[config.mk]
export PLATFORM = sky130hd
export DESIGN_NAME = smart_card_atr_parser_core
export DESIGN_NICKNAME = d
export VERILOG_FILES = /design/src/sv/atrp_pkg.sv /design/src/sv/atrp_classify.sv /design/src/sv/smart_card_atr_parser_core.sv
export SDC_FILE = /design/constraint.sdc
export NUM_CORES = 1
export LEC_CHECK = 0
export ABC_AREA = 0
export BUFFER_PORTS_ARGS = -buffer_cell sky130_fd_sc_hd__buf_2
export CORE_UTILIZATION = 30
export CTS_BUF_LIST = sky130_fd_sc_hd__clkbuf_8 sky130_fd_sc_hd__clkbuf_16
export DETAILED_ROUTE_END_ITERATION = 8
export GPL_TIMING_DRIVEN = 1
export PLACE_DENSITY_LB_ADDON = 0.2
export RECOVER_POWER = 50
export SLEW_MARGIN = 0
export SYNTH_ARGS = -nofsm -noshare
export SYNTH_HDL_FRONTEND = slang
export SYNTH_SLANG_ARGS = --single-unit
[constraint.sdc]
create_clock -name clk -period 7.8 [get_ports clk]
set_input_delay 0.78 -clock clk [delete_from_list [all_inputs] [get_ports clk]]
set_output_delay 0.78 -clock clk [all_outputs]
set_load 0.02 [all_outputs]
[src/sv/atrp_pkg.sv]
// ----------------------------------------------------------------------------
// atrp_pkg: shared types and constants for the answer-to-reset parser
// Byte class codes, parse phases, convention codes and the state and result
// records passed between the classifier and the top level.
// ----------------------------------------------------------------------------
`default_nettype none

package atrp_pkg;

	typedef enum logic [3:0] {
		CLS_TS      = 4'd0,
		CLS_T0      = 4'd1,
		CLS_TA      = 4'd2,
		CLS_TB      = 4'd3,
		CLS_TC      = 4'd4,
		CLS_TD      = 4'd5,
		CLS_HIST    = 4'd6,
		CLS_TCK     = 4'd7,
		CLS_SURPLUS = 4'd8
	} atrp_class_t;

	typedef enum logic [2:0] {
		PH_TS    = 3'd0,
		PH_T0    = 3'd1,
		PH_IFACE = 3'd2,
		PH_HIST  = 3'd3,
		PH_TCK   = 3'd4,
		PH_DONE  = 3'd5
	} atrp_phase_t;

	localparam logic [1:0] CONV_DIRECT  = 2'd0;
	localparam logic [1:0] CONV_INVERSE = 2'd1;
	localparam logic [1:0] CONV_UNKNOWN = 2'd2;

	localparam logic [7:0] TS_DIRECT  = 8'h3B;
	localparam logic [7:0] TS_INVERSE = 8'h3F;

	localparam logic [3:0] GROUP_MAX = 4'd15;
	localparam logic [3:0] GROUP_CRC = 4'd3;

	// Bit positions of the announced interface bytes in the pending mask.
	localparam int unsigned PEND_TA = 0;
	localparam int unsigned PEND_TB = 1;
	localparam int unsigned PEND_TC = 2;

	typedef struct packed {
		atrp_phase_t phase;
		logic [3:0]  pending;
		logic [3:0]  group;
		logic [3:0]  hist_left;
	} atrp_state_t;

	typedef struct packed {
		atrp_class_t byte_class;
		logic [3:0]  group_index;
		logic [1:0]  convention;
		logic [3:0]  low_nibble;
		logic        uses_crc;
		logic [7:0]  byte_echo;
	} atrp_result_t;

endpackage

`default_nettype wire

[src/sv/atrp_classify.sv]
// ----------------------------------------------------------------------------
// atrp_classify: byte classifier and parse state update
// Names one answer-to-reset byte from the current parse state and computes
// the state that follows it. Purely combinational.
// ----------------------------------------------------------------------------
`default_nettype none

module atrp_classify (
	input  wire logic [7:0]           data_byte,
	input  wire logic                 frame_start,
	input  wire atrp_pkg::atrp_state_t  cur,
	output atrp_pkg::atrp_state_t       nxt,
	output atrp_pkg::atrp_result_t      res
);
	import atrp_pkg::*;

	logic [3:0]  grp_inc;
	logic [3:0]  hist_dec;
	logic [3:0]  t0_hist;
	atrp_phase_t t0_phase;
	atrp_phase_t td_phase;
	atrp_phase_t after_iface;

	assign grp_inc  = (cur.group == GROUP_MAX) ? cur.group : cur.group + 4'd1;
	assign hist_dec = (cur.hist_left != 4'd0) ? cur.hist_left - 4'd1 : cur.hist_left;
	assign t0_hist  = data_byte[3:0];

	// Phase that follows a T0 or TD byte, which opens a new group.
	assign t0_phase = (data_byte[7:4] != 4'd0) ? PH_IFACE :
	                  (t0_hist != 4'd0)        ? PH_HIST  : PH_TCK;
	assign td_phase = (data_byte[7:4] != 4'd0)   ? PH_IFACE :
	                  (cur.hist_left != 4'd0)    ? PH_HIST  : PH_TCK;
	assign after_iface = (cur.hist_left != 4'd0) ? PH_HIST : PH_TCK;

	always_comb begin
		nxt             = cur;
		res.byte_class  = CLS_SURPLUS;
		res.group_index = 4'd0;
		res.convention  = CONV_DIRECT;
		res.low_nibble  = 4'd0;
		res.uses_crc    = 1'b0;
		res.byte_echo   = data_byte;

		if (frame_start) begin
			res.byte_class = CLS_TS;
			if (data_byte == TS_DIRECT) begin
				res.convention = CONV_DIRECT;
			end else if (data_byte == TS_INVERSE) begin
				res.convention = CONV_INVERSE;
			end else begin
				res.convention = CONV_UNKNOWN;
			end
			nxt.phase     = PH_T0;
			nxt.pending   = 4'd0;
			nxt.group     = 4'd0;
			nxt.hist_left = 4'd0;
		end else begin
			case (cur.phase)
				PH_T0: begin
					res.byte_class = CLS_T0;
					res.low_nibble = data_byte[3:0];
					nxt.hist_left  = t0_hist;
					nxt.pending    = data_byte[7:4];
					nxt.group      = grp_inc;
					nxt.phase      = t0_phase;
				end
				PH_IFACE: begin
					res.group_index = cur.group;
					if (cur.pending[PEND_TA]) begin
						res.byte_class = CLS_TA;
						nxt.pending    = cur.pending & 4'b1110;
						if ((cur.pending & 4'b1110) == 4'd0) begin
							nxt.phase = after_iface;
						end
					end else if (cur.pending[PEND_TB]) begin
						res.byte_class = CLS_TB;
						nxt.pending    = cur.pending & 4'b1100;
						if ((cur.pending & 4'b1100) == 4'd0) begin
							nxt.phase = after_iface;
						end
					end else if (cur.pending[PEND_TC]) begin
						res.byte_class = CLS_TC;
						res.uses_crc   = (cur.group == GROUP_CRC) ? data_byte[0] : 1'b0;
						nxt.pending    = cur.pending & 4'b1000;
						if ((cur.pending & 4'b1000) == 4'd0) begin
							nxt.phase = after_iface;
						end
					end else begin
						res.byte_class = CLS_TD;
						res.low_nibble = data_byte[3:0];
						nxt.pending    = data_byte[7:4];
						nxt.group      = grp_inc;
						nxt.phase      = td_phase;
					end
				end
				PH_HIST: begin
					res.byte_class = CLS_HIST;
					nxt.hist_left  = hist_dec;
					if (hist_dec == 4'd0) begin
						nxt.phase = PH_TCK;
					end
				end
				PH_TCK: begin
					res.byte_class = CLS_TCK;
					nxt.phase      = PH_DONE;
				end
				default: begin
					// No answer open, answer complete, or an unused phase code.
					nxt = cur;
				end
			endcase
		end
	end

endmodule

`default_nettype wire

[src/sv/smart_card_atr_parser_core.sv]
// ----------------------------------------------------------------------------
// smart_card_atr_parser_core: answer-to-reset byte parser
// Classifies each answer-to-reset byte and reports its group, convention,
// protocol nibble and error detection kind, with the byte echoed.
//
//  Channel   Dir  Width   Contents
//  s_axis    in   8 + 1   tdata: data_byte; tuser: frame_start
//  m_axis    out  24 + 4  tdata: result fields; tuser: byte_class
//
// One byte per cycle sustained while m_axis takes each beat; a beat is offered
// on m_axis once it has passed the input register and then the result register.
// The parse state advances as a byte moves from the input register to the
// result register, so a stall on m_axis holds the state, and holds s_axis as
// soon as the input register is also full.
// Reset clears the valid flags and puts the parser in the wait-for-TS state.
// ----------------------------------------------------------------------------
`default_nettype none

module smart_card_atr_parser_core (
	input  wire logic        clk,
	input  wire logic        arst_n,
	input  wire logic        s_axis_tvalid,
	output logic             s_axis_tready,
	input  wire logic [7:0]  s_axis_tdata,  // [7:0] data_byte
	input  wire logic        s_axis_tuser,  // [0] frame_start
	output logic             m_axis_tvalid,
	input  wire logic        m_axis_tready,
	output logic [23:0]      m_axis_tdata,  // [3:0] group_index, [5:4] convention,
	                                        // [9:6] low_nibble, [10] uses_crc,
	                                        // [18:11] byte_echo, [23:19] zero
	output logic [3:0]       m_axis_tuser   // [3:0] byte_class
);
	import atrp_pkg::*;

	logic         valid_s1;
	logic [7:0]   byte_s1;
	logic         start_s1;
	logic         valid_s2;
	atrp_result_t res_s2;
	atrp_state_t  state_q;
	atrp_state_t  state_nxt;
	atrp_result_t res_nxt;
	logic         out_free;
	logic         adv_s1;

	assign out_free      = !valid_s2 || m_axis_tready;
	assign adv_s1        = valid_s1 && out_free;
	assign s_axis_tready = !valid_s1 || out_free;

	atrp_classify u_classify (
		.data_byte   (byte_s1),
		.frame_start (start_s1),
		.cur         (state_q),
		.nxt         (state_nxt),
		.res         (res_nxt)
	);

	always_ff @(posedge clk or negedge arst_n) begin
		if (!arst_n) begin
			valid_s1          <= 1'b0;
			valid_s2          <= 1'b0;
			state_q.phase     <= PH_TS;
			state_q.pending   <= 4'd0;
			state_q.group     <= 4'd0;
			state_q.hist_left <= 4'd0;
		end else begin
			if (s_axis_tready) begin
				valid_s1 <= s_axis_tvalid;
			end
			if (out_free) begin
				valid_s2 <= valid_s1;
			end
			if (adv_s1) begin
				state_q <= state_nxt;
			end
		end
	end

	always_ff @(posedge clk) begin
		if (s_axis_tready && s_axis_tvalid) begin
			byte_s1  <= s_axis_tdata;
			start_s1 <= s_axis_tuser;
		end
		if (adv_s1) begin
			res_s2 <= res_nxt;
		end
	end

	assign m_axis_tvalid = valid_s2;
	assign m_axis_tuser  = res_s2.byte_class;
	assign m_axis_tdata  = {5'd0, res_s2.byte_echo, res_s2.uses_crc, res_s2.low_nibble,
	                        res_s2.convention, res_s2.group_index};

	// A TS byte always restarts the parse at T0.
	a_ts_restarts: assert property (@(posedge clk) disable iff (!arst_n)
		adv_s1 && start_s1 |=> state_q.phase == PH_T0)
		else $error("TS byte did not restart the parse");

	// Interface phase always has at least one announced byte outstanding.
	a_iface_pending: assert property (@(posedge clk) disable iff (!arst_n)
		state_q.phase == PH_IFACE |-> state_q.pending != 4'd0)
		else $error("interface phase with nothing pending");

	// Historical phase always has at least one historical byte to come.
	a_hist_left: assert property (@(posedge clk) disable iff (!arst_n)
		state_q.phase == PH_HIST |-> state_q.hist_left != 4'd0)
		else $error("historical phase with zero count");

	// Only interface bytes carry a group number.
	a_group_iface_only: assert property (@(posedge clk) disable iff (!arst_n)
		valid_s2 && !(res_s2.byte_class == CLS_TA || res_s2.byte_class == CLS_TB ||
		res_s2.byte_class == CLS_TC || res_s2.byte_class == CLS_TD)
		|-> res_s2.group_index == 4'd0)
		else $error("group number on a non-interface byte");

	// The state holds whenever no byte moves into the result register.
	a_state_holds: assert property (@(posedge clk) disable iff (!arst_n)
		!adv_s1 |=> $stable(state_q))
		else $error("parse state changed without a byte");

endmodule

`default_nettype wire
# ---- After elaboration in Yosys (flattened, before gate mapping)
# Index checks and enable logic that the tools add are counted.
dict set report totals {
  ff_bits 49
  in_bits 13
}
dict set report classes {
  addsub 2
  bitwise_logic 4
  reduce_logical 25
  n_eq_ne 15
  n_mux 31
}
# cell count
set ops {}
lappend ops {{4-bit two-way mux} 8}
lappend ops {{3-bit two-way mux} 8}
lappend ops {{7-bit two-way mux} 3}
lappend ops {{8-bit by 6-bit == test with 1-bit output, second input constant} 2}
lappend ops {{4-bit logical NOT} 4}
lappend ops {{4-bit case mux with 2 select lines} 2}
lappend ops {{4-bit case mux with 4 select lines} 1}
lappend ops {{8-bit case mux with 2 select lines} 1}
lappend ops {{15-bit two-way mux} 1}
lappend ops {{3-bit case mux with 4 select lines} 1}
lappend ops {{4-bit nonzero test} 3}
lappend ops {{5-bit two-way mux} 2}
lappend ops {{3-bit inequality test, second input constant} 3}
lappend ops {{3-bit by 2-bit == test with 1-bit output, second input constant} 2}
lappend ops {{6-bit by 5-bit inequality test with 1-bit output, second input constant} 1}
lappend ops {{6-bit AND reduction} 1}
lappend ops {{3-bit nonzero test} 2}
lappend ops {{6-bit OR reduction} 1}
lappend ops {{5-bit by 4-bit inequality test with 1-bit output, second input constant} 1}
lappend ops {{5-bit AND reduction} 1}
lappend ops {{5-bit nonzero test} 1}
lappend ops {{4-bit by 1-bit adder with 4-bit output, second input constant} 1}
lappend ops {{4-bit by 2-bit == test with 1-bit output, second input constant} 1}
lappend ops {{4-bit == test, second input constant} 1}
lappend ops {{15 further kinds} 25}

# ---- Longest topological paths before layout
# Gate-level depths: netlist of run 1.
dict set report logic_depth {
  ltp_word 8
  depth_mapped 8
  ltp_nobuf 7
}

# ---- Modules after synthesis
# A second synthesis of run 1 with hierarchy kept.
dict set report hier_totals {
  hier_cells 236
  area_unflattened_um2 2692.6
}
# module area_each_um2 n_inst cells_each seq_area_each_um2
set modules_own_cells {}
lappend modules_own_cells {smart_card_atr_parser_core 1706.6 1 78 1386.3}
lappend modules_own_cells {atrp_classify 985.9 1 158 0.0}

# ---- Least setup slack after synthesis of run 1
# OpenSTA, ideal clock, no wires.
dict set report synth_timing {
  path_type {input to register}
  start {in m_axis_tready}
  end {reg state_q[2] (netlist bit)}
  arrival_time_ns 2.728
  required_time_ns 7.662
  setup_ns 0.138
  path_stages 5
  path_buffers 0
  path_slack_ns 4.934
  cell_sequence {nor2b_1 > nor2_1 > o21ai_0 > o21ai_0 > o31ai_1}
}
dict set report synth_via {
  elab_chain_len 3
}
# element line_no
set synth_rtl {}
lappend synth_rtl {{start, declared} smart_card_atr_parser_core.sv:27} ;# input wire logic m_axis_tready,
lappend synth_rtl {{1-bit logical OR} smart_card_atr_parser_core.sv:46} ;# assign out_free = !valid_s2 || m_axis_tready;
lappend synth_rtl {{1-bit logical AND} smart_card_atr_parser_core.sv:47} ;# assign adv_s1 = valid_s1 && out_free;
lappend synth_rtl {{named net adv_s1} smart_card_atr_parser_core.sv:44} ;# logic adv_s1;
lappend synth_rtl {{2-bit AND reduction (no line)} --}
lappend synth_rtl {{end signal, assigned} smart_card_atr_parser_core.sv:74} ;# state_q <= state_nxt;
lappend synth_rtl {{end, declared} smart_card_atr_parser_core.sv:40} ;# atrp_state_t state_q;
# The timed path passes the listed nets, and every way through them passes these cells.
# A chain may end at the register's enable or synchronous reset.

# ---- Worst setup path in the final report of run 1
dict set report layout_timing {
  start {reg start_s1}
  end {reg state_q[6] (netlist bit)}
}
dict set report layout_via {
  elab_chain_len 2
  word_cells_on_any_way 6
  classes_between {eq/ne (3); mux (1); reduce/logical (2)}
}
# element line_no
set layout_rtl {}
lappend layout_rtl {{start, declared} smart_card_atr_parser_core.sv:37} ;# logic start_s1;
lappend layout_rtl {{start signal, assigned} smart_card_atr_parser_core.sv:82} ;# start_s1 <= s_axis_tuser;
lappend layout_rtl {{3-bit inequality test (no line) / 3-bit nonzero test (equally long branches)} --}
lappend layout_rtl {{5-bit AND reduction (no line)} --}
# Several ways; a longest one is shown, not always the timed one.

==> flow_summary.yaml, run 1 <==
route:
  drc: 0
  post_drt_wl_per_cell_microns: 13.5
  drt-vias-per-instance: 4.68
  drt_pass1_iterations: 4
  wl_microns: 4570
  postRouteAntennaNets: 0
  vias: 1586
  initialDrtViolationCount: 114
setup_path:
  cp-start-kind: "flop"
  cp-startpoint: "start_s1"
  critical_path_arrival_ps: 2530
  worst-path-max-fanout: 17
  worst-setup-path-type: "flop to flop"
  cp_data_required_time_ps: 7990
  r2r-start: "start_s1"
  worstSetupEndpointType: "flop"
clocking:
  cts_buffers: 5
  cts_hold_buf: 0
  cts_tree: "built"
  htree_levels: 2
  cts.sinks: 49
  cts_root_buf: "clkbuf_8"
  insertion_delay_ps: 300
  clk_path_buf_depth: 2
  cts.repair.resized: 0
  post_cts_buffers: 0
  clkTransAtPathRegs_ps: 90
hold_path:
  hp-class: "flop to flop"
  hold_start: "valid_s1"
yosys:
  seq_area_frac_synth_pct: 59.8
  synth_cell_types: 50
  yosysTopAreaCell: "edfxtp_1"
  ys_ff_latch: 49
  synth_warnings: 0
  synth_async_sr_flop_share_pct: 34.7
  synthCells: 204
  synth_top_area_share_pct: 41.4
  yosysMostFrequentCell: "edfxtp_1"
  synth_top_flop_cell: "edfxtp_1"
  synthTopCellsByCount: "32 x edfxtp_1, 17 x dfrtp_1, 14 x nand2_1, 14 x nor2_1, 14 x o21ai_0"
  synth_edf_count: 32
  synthTopCellsByArea: "edfxtp_1 41%, dfrtp_1 18%, o21ai_0 3.0%"
  synthesis.area_sq_um: 2320
  syn_avg_cell_area_sq_um: 11.4
floorplan:
  rows: 31
  ioPinCount: 43
  core_area_sq_um: 7370
  chipHeight_microns: 89.9
  fp.dieW_microns: 89.9
  start_util_pct: 31.5
  die_area_sq_um: 8080
pwr:
  p_comb_share_pct: 31.6
  seqPwrFrac_pct: 46.6
  peakVddDrop_mv: 0.0858
  p_int_uw: 552
  p_switching_uw: 311
  clkPwrFrac_pct: 21.8
  finalPower_uw: 864
  power.density_nw_per_um2: 323
  leakage_uw: 0.00105
  p_sw_share_pct: 36.0
global_routing:
  grt_max_degree: 21
  grt_overflow: 0
  grt_use_total_pct: 11.9
  antenna_found_initial: 0
  grt_pass1_vias: 1405
  grt_pass1_wl_microns: 7330
finish:
  layout.cells.non_filler: 339
  design_area_sq_um: 2670
  nNetsFinal: 254
  area_growth_pct: 15.2
  antennaDiodeCount: 0
  drive_gt1_share_pct: 13.8
sta:
  finalSetupTns_ps: 0
  rsz0062_at_grt: "false"
  timing.final.crit_share_pct: 30.0
  period_needed_ps: 2340
  setup_viol: 0
  skew_ps: 5.10
  hold_ws_ps: 498
  maxSlewViolCount: 0
  hold_viol_final: 0
  worst_pin_slew_ps: 991
  max_freq_mhz: 427
  relSlewSlack_pct: 33.9
placed_design:
  place_area_sq_um: 2580
  post-dp-hpwl_microns: 3300
  io_buffers: 37
  globalplace.congestion: 0.762
  placedCellCount: 331
job:
  max_cap_violations: 0
run_status:
  outcome: "finished clean"
cells by family (layout without fill, tap and decap cells):
family	after synthesis	count (layout)	share of synthesized area [%]
compound gates	44	44	12.4
simple gates	76	76	18.7
flops	49	49	59.8
xor+xnor	2	2	0.756
buf+inv	25	57	5.02
mux	4	4	1.73
fa+ha+maj	3	3	1.51
other cells	1	5	0.162
metal layers:
layer	share of wire, %	up-vias	wire length, microns	GRT usage [%]
met1	53	732	2400	17.2
met3	4.4	7	201	2.79
li1	-	802	-	-
met2	41	45	1890	16.7
met4	1.6	0	74	5.24
met5	0	-	0	0
per-stage QoR:
stage | utilization [%] | worst slack (ps)
6_report | 36.2 | 5460
5_1_grt | 36.2 | 5210
4_1_cts | 36.6 | 5460
3_5_place_dp | 35.0 | 5480
3_3_place_gp | 35.0 | 5490
2_1_floorplan | - | 4930
registers in the layout, summed over array words and instances, names as in the netlist:
signal         cells
m_axis_tvalid      1
byte_s1            8
m_axis_tuser       4
valid_s1           1
state_q           15
m_axis_tdata      19
start_s1           1
path summary, 6_finish.rpt:
kind / slack, ps / cells past startpoint / end
setup reg to reg: 5460 / 5 / state_q[6]
max in group asynchronous: 6590 / 1 / state_q[6]
min in group asynchronous: 610 / 1 / state_q[12]
setup / recovery: 5460 / 5 / state_q[6]
hold reg to reg: 500 / 1 / m_axis_tvalid
hold / removal: 500 / 1 / m_axis_tvalid
placed cells by master (no fill, tap or decap), types with 5 or more instances in the layout:
cell and n:
edfxtp_1 32, clkbuf_1 19, buf_2 18, dfrtp_1 17, nor2_1 14, nand2_1 14
o21ai_0 14, inv_1 11, a21oi_1 9, and2_1 7, and3_1 6, nand3_1 6
clkbuf_8 6, nor3_1 5, conb_1 5
power groups by stage:
stage | Sequential, uW | Clock, uW | Combinational (uW)
2_1_floorplan | 389 | 0 | 228
3_3_place_gp | 409 | 0 | 276
3_5_place_dp | 407 | 0 | 276
4_1_cts | 401 | 193 | 278
5_1_grt | 413 | 200 | 308
6_report | 402 | 188 | 273
worst max-delay path, cell delays in order, from the launching register on:
cell and delay (ps):
edfxtp_1 650, nor4b_2 730, nand2_1 280, nand4b_4 210, nor4b_1 70, a211o_1 290
final cells by class:
cell class / instances / area [sq um]
Fill cell: 755 / 4700
Sequential cell: 49 / 1390
Multi-Input combinational cell: 134 / 831
Timing Repair Buffer: 38 / 169
Tap cell: 99 / 124
Clock buffer: 6 / 82.6
Inverter: 11 / 41.3
Clock inverter: 2 / 37.5
Note: power is estimated with default switching activity, not from simulation.
==> run 2: changes to the inputs <==
- ABC_AREA: 0 -> 1
- clock period: 7.8 -> 2.3 ns (I/O delays scaled with it)
==> flow_summary.yaml, run 2 <==
sta:
  timing.final.crit_share_pct: 73.0
  setup_viol: 0
  worst_pin_slew_ps: 1050
  finalSetupTns_ps: 0
  relSlewSlack_pct: 30.1
  period_needed_ps: 1680
  hold_viol_final: 0
  max_freq_mhz: 596
  hold_ws_ps: 99.6
  rsz0062_at_grt: "false"
  skew_ps: 4.54
  maxSlewViolCount: 0
yosys:
  synth_compound_gate_area_share_pct: 9.12
  yosysMostFrequentCell: "nand2_1"
  seq_area_frac_synth_pct: 59.1
  synth_warnings: 0
  ys_ff_latch: 49
  synth_cell_types: 33
  synthesis.area_sq_um: 2350
  synth_async_sr_flop_share_pct: 34.7
  synth_top_area_share_pct: 41.0
  synthTopCellsByArea: "edfxtp_1 41%, dfrtp_1 18%, nand2_1 9.1%"
  synth_top_family_by_area: "simple AND/OR/NAND/NOR gates"
  syn_avg_cell_area_sq_um: 9.86
  synth_edf_count: 32
  synthCells: 238
  yosysTopAreaCell: "edfxtp_1"
  synth-adder-area-share_pct: 1.07
  yosys-mux-area-fraction_pct: 0
  synthXorXnorAreaFrac_pct: 0
  synth_top_flop_cell: "edfxtp_1"
  synth_simple_gate_area_share_pct: 24.1
  synthTopCellsByCount: "57 x nand2_1, 32 x edfxtp_1, 26 x inv_1"
hold_path:
  hp-class: "input pin to flop"
  hold_start: "s_axis_tdata[2]"
setup_path:
  cp_data_required_time_ps: 2500
  worstSetupEndpointType: "flop"
  worst-setup-path-type: "flop to flop"
  critical_path_arrival_ps: 1870
  crit_chain: "inv_1, ha_1, nand2_1, nand2_1, nand3_1, o21ai_2, nand2_1, nand2_1, nand2_1"
  path_buf_inv: 1
  crit_family: "simple AND/OR/NAND/NOR gates"
  cp-startpoint: "state_q[0]"
  timing.critical_path.mode_cell: "nand2_1"
  critical-path-slowest-cell: "dfrtp_1"
  worst-path-max-fanout: 6
  r2r-start: "state_q[0]"
  slowest_delay_ps: 400
  cp-start-kind: "flop"
floorplan:
  die_area_sq_um: 8180
  ioPinCount: 43
  start_util_pct: 31.7
  fp.dieW_microns: 90.4
  rows: 31
  chipHeight_microns: 90.4
  core_area_sq_um: 7410
clocking:
  insertion_delay_ps: 300
  cts_buffers: 5
  clk_path_buf_depth: 2
  htree_levels: 2
  clkTransAtPathRegs_ps: 90
  cts_root_buf: "clkbuf_8"
  cts_tree: "built"
  cts.repair.resized: 0
  cts.sinks: 49
finish:
  fillCellCount: 769
  drive_gt1_share_pct: 16.1
  antennaDiodeCount: 0
  nNetsFinal: 299
  largest_register_ffs: 19
  design_area_sq_um: 2710
  final_cell_mix: "57 x nand2_1, 32 x edfxtp_1, 28 x inv_1, 25 x clkbuf_1, 19 x nor2_1"
  layout_commonest_cell: "nand2_1"
  area_growth_pct: 15.5
route:
  vias: 1730
  initialDrtViolationCount: 104
  drc: 0
  wl_met2_microns: 2280
  drt_pass1_iterations: 4
  drt-vias-per-instance: 4.51
  postRouteAntennaNets: 0
  wl_met1_microns: 2210
  wl_microns: 4780
  dr_wl_met3_microns: 227
  top_layer: "met4"
  post_drt_wl_per_cell_microns: 12.5
global_routing:
  grt_max_degree: 18
  grt_pass1_wl_microns: 7840
  grt_pass1_vias: 1688
  grt_overflow: 0
  grt_use_total_pct: 12.2
  antenna_found_initial: 0
pwr:
  leakage_uw: 0.00115
  power.density_nw_per_um2: 1090
  finalPower_uw: 2960
  peakVddDrop_mv: 0.543
placed_design:
  post-dp-hpwl_microns: 3570
  io_buffers: 37
  place_area_sq_um: 2650
  globalplace.congestion: 0.929
run_status:
  outcome: "finished clean"
job:
  max_cap_violations: 0
## run 2: cell types whose count changed after synthesis, moves of 5 or more
| cell | change |
|---|---|
| nand2_1 | +43 |
| inv_1 | +15 |
| nand3_1 | +11 |
| and2_1 | -7 |
| clkbuf_1 | -6 |
| nand2_2 | +6 |
| o21ai_0 | -6 |
| and3_1 | -5 |
| nor2_1 | +5 |
| o21ai_2 | +5 |
## run 2: area by class of cell
type                            instances  area, sq um  area share [%]
Multi-Input combinational cell        158          820            30.3
Sequential cell                        49         1390            51.2
Clock inverter                          3         15.0           0.554
Clock buffer                            5         68.8            2.54
Timing Repair Buffer                   41          186            6.88
Inverter                               29          109            4.02
Tap cell                               99          124            4.57
## run 2: metal layers
| metal | track usage (%) | vias to the layer above |
|---|---|---|
| li1 | - | 887 |
| met1 | 15.6 | 784 |
| met2 | 19.9 | 54 |
| met3 | 2.69 | 5 |
| met4 | 5.24 | 0 |
| met5 | 0 | - |
## run 2: repair_timing
| action | in CTS | in global routing |
|---|---|---|
| buffers inserted | 0 | 0 |
| hold buffers | 1 | 0 |
| hold endpoints to repair | 17 | 0 |
## run 2: report_power, final
part | switching (uW) | internal, uW | total, uW
clock | 280 | 207 | 487
combinational | 790 | 364 | 1150
sequential | 161 | 1160 | 1320
## run 2: logic make-up (layout without fill, tap and decap cells)
logic type,count (synthesis),after routing
buffers and inverters,35,78
AND/OR/NAND/NOR,118,118
flip-flops,49,49
other,1,5
AO/OA/AOI/OAI,33,33
adder cells (fa/ha/maj),2,2
## run 2: worst reg2reg max path, stage by stage, from the launching register on
cell and delay, ps:
dfrtp_1 400, inv_1 120, ha_1 270, nand2_1 170, nand2_1 110, nand3_1 90
o21ai_2 180, nand2_1 110, nand2_1 70, nand2_1 50
## run 2: final timing paths
| path | endpoint | slack, ps | cells after the start |
|---|---|---|---|
| min in group asynchronous | state_q[2] | 630 | 2 |
| max in group asynchronous | state_q[8] | 1040 | 2 |
| min | byte_s1[2] | 100 | 1 |
| min reg2reg | m_axis_tdata[18] | 510 | 0 |
| max | state_q[13] | 620 | 9 |
| max reg2reg | state_q[13] | 620 | 9 |
## run 2: per-stage QoR
step,setup WS [ps],util [%],cells
2_1_floorplan,440,-,242
3_3_place_gp,717,35.8,375
3_5_place_dp,658,35.8,375
4_1_cts,633,37.0,384
5_1_grt,438,36.6,384
6_report,621,36.6,384
==> run 3: changes to the inputs <==
- clock period: 2.3 -> 1.3 ns (I/O delays scaled with it)
==> flow_summary.yaml, run 3 (synthesis results as in run 2) <==
floorplan:
  rows: 31
  chipHeight_microns: 90.4
  start_util_pct: 31.7
  ioPinCount: 43
  die_area_sq_um: 8180
  fp.dieW_microns: 90.4
  core_area_sq_um: 7410
setup_path:
  cp_data_required_time_ps: 1540
  worstSetupEndpointType: "flop"
  worst-path-max-fanout: 6
  critical_path_arrival_ps: 1670
  cp-startpoint: "state_q[0]"
  cp-start-kind: "flop"
  worst-setup-path-type: "flop to flop"
  r2r-start: "state_q[0]"
clocking:
  insertion_delay_ps: 300
  cts_tree: "built"
  cts_buffers: 5
  clkTransAtPathRegs_ps: 80
  cts_root_buf: "clkbuf_8"
  cts.sinks: 49
  clk_path_buf_depth: 2
  htree_levels: 2
global_routing:
  grt_use_total_pct: 13.8
  grt_overflow: 0
  grt_pass1_vias: 1981
  grt_pass1_wl_microns: 8870
  antenna_found_initial: 0
  grt_max_degree: 18
route:
  post_drt_wl_per_cell_microns: 12.2
  drt-vias-per-instance: 4.51
  drt_pass1_iterations: 4
  wl_microns: 5660
  drc: 0
  initialDrtViolationCount: 100
  postRouteAntennaNets: 0
  vias: 2093
sta:
  setup_viol: 17
  finalSetupTns_ps: -1250
  rsz0062_at_grt: "true"
  skew_ps: 8.56
  hold_ws_ps: 62.5
  maxSlewViolCount: 0
  hold_viol_final: 0
  max_freq_mhz: 698
  timing.final.crit_share_pct: 110
  worst_slack_ps: -133
  period_needed_ps: 1430
finish:
  final_cell_mix: "55 x buf_4, 47 x nand2_1, 32 x edfxtp_1, 26 x buf_2"
  nNetsFinal: 379
  layout.cells.non_filler: 464
  largest_register_ffs: 19
  fin_util_pct: 48.9
  drive_gt1_share_pct: 47.9
  design_area_sq_um: 3620
  area_growth_pct: 54.5
  antennaDiodeCount: 0
  layout_commonest_cell: "buf_4"
pwr:
  seqPwrFrac_pct: 31.8
  p_switching_uw: 2830
  p_comb_share_pct: 55.9
  power.density_nw_per_um2: 1980
  p_sw_share_pct: 39.5
  peakVddDrop_mv: 1.31
  clkPwrFrac_pct: 12.3
  p_int_uw: 4340
  leakage_uw: 0.00161
placed_design:
  place_area_sq_um: 3070
  globalplace.congestion: 0.908
  io_buffers: 37
  placedCellCount: 427
  post-dp-hpwl_microns: 4030
hold_path:
  hold_start: "s_axis_tvalid"
  hp-class: "input pin to flop"
run_status:
  violations: "setup timing"
  outcome: "finished with violations"
job:
  max_cap_violations: 0
==> run 3: critical path, cell delays in order, from the launching register on <==
cell and delay (ps):
dfrtp_1 400, inv_2 80, ha_4 180, nand3_1 100, nand2_1 100, nand2_1 70, o21ai_2 170, buf_4 150
nand3_2 70, nand2_1 60
==> run 3: metrics by stage <==
| step | setup WS (ps) | total power [uW] |
|---|---|---|
| final | -133 | 7170 |
| after global routing | -217 | 7680 |
| after detailed placement | -205 | 5220 |
| after CTS | -118 | 6640 |
| after floorplan | -193 | 3940 |
| after global placement | -129 | 5180 |
==> run 3: path summary, 6_finish.rpt <==
path / end / slack, ps / cells past startpoint
min in group asynchronous: state_q[1] / 300 / 2
worst max register to register: state_q[13] / -130 / 9
worst min-delay path: valid_s1 / 60 / 3
worst min register to register: state_q[11] / 510 / 2
max in group asynchronous: state_q[13] / 640 / 2
worst max-delay path: state_q[13] / -130 / 9
==> run 3: layer usage <==
metal / track usage, % / vias to the layer above / part of all wire, %
li1: - / 1052 / -
met1: 16.0 / 987 / 41
met2: 24.1 / 45 / 53
met3: 3.11 / 9 / 3.4
met4: 6.59 / 0 / 2.1
met5: 0 / - / 0
==> run 3: repair_timing <==
action | in CTS | in global routing
hold buffers | 10 | 0
buffers inserted | 10 | 11
endpoints found under the setup margin | 22 | 34
pin swaps | 21 | 24
gates resized for setup | 32 | 43
hold endpoints to repair | 26 | 0
==> run 3: area by class of cell <==
type                            instances  area (sq um)
Clock buffer                            5          68.8
Clock inverter                          3          17.5
Fill cell                             704          3780
Inverter                               29           128
Multi-Input combinational cell        158          1010
Sequential cell                        49          1390
Tap cell                               99           124
Timing Repair Buffer                  121           887
==> run 3: power groups by stage <==
stage                     clock, uW  sequential [uW]  combinational (uW)
after floorplan                   0             2460                1490
after global placement            0             2280                2900
after global routing            975             2320                4380
after detailed placement          0             2290                2930
final                           880             2280                4010
after CTS                       918             2270                3450
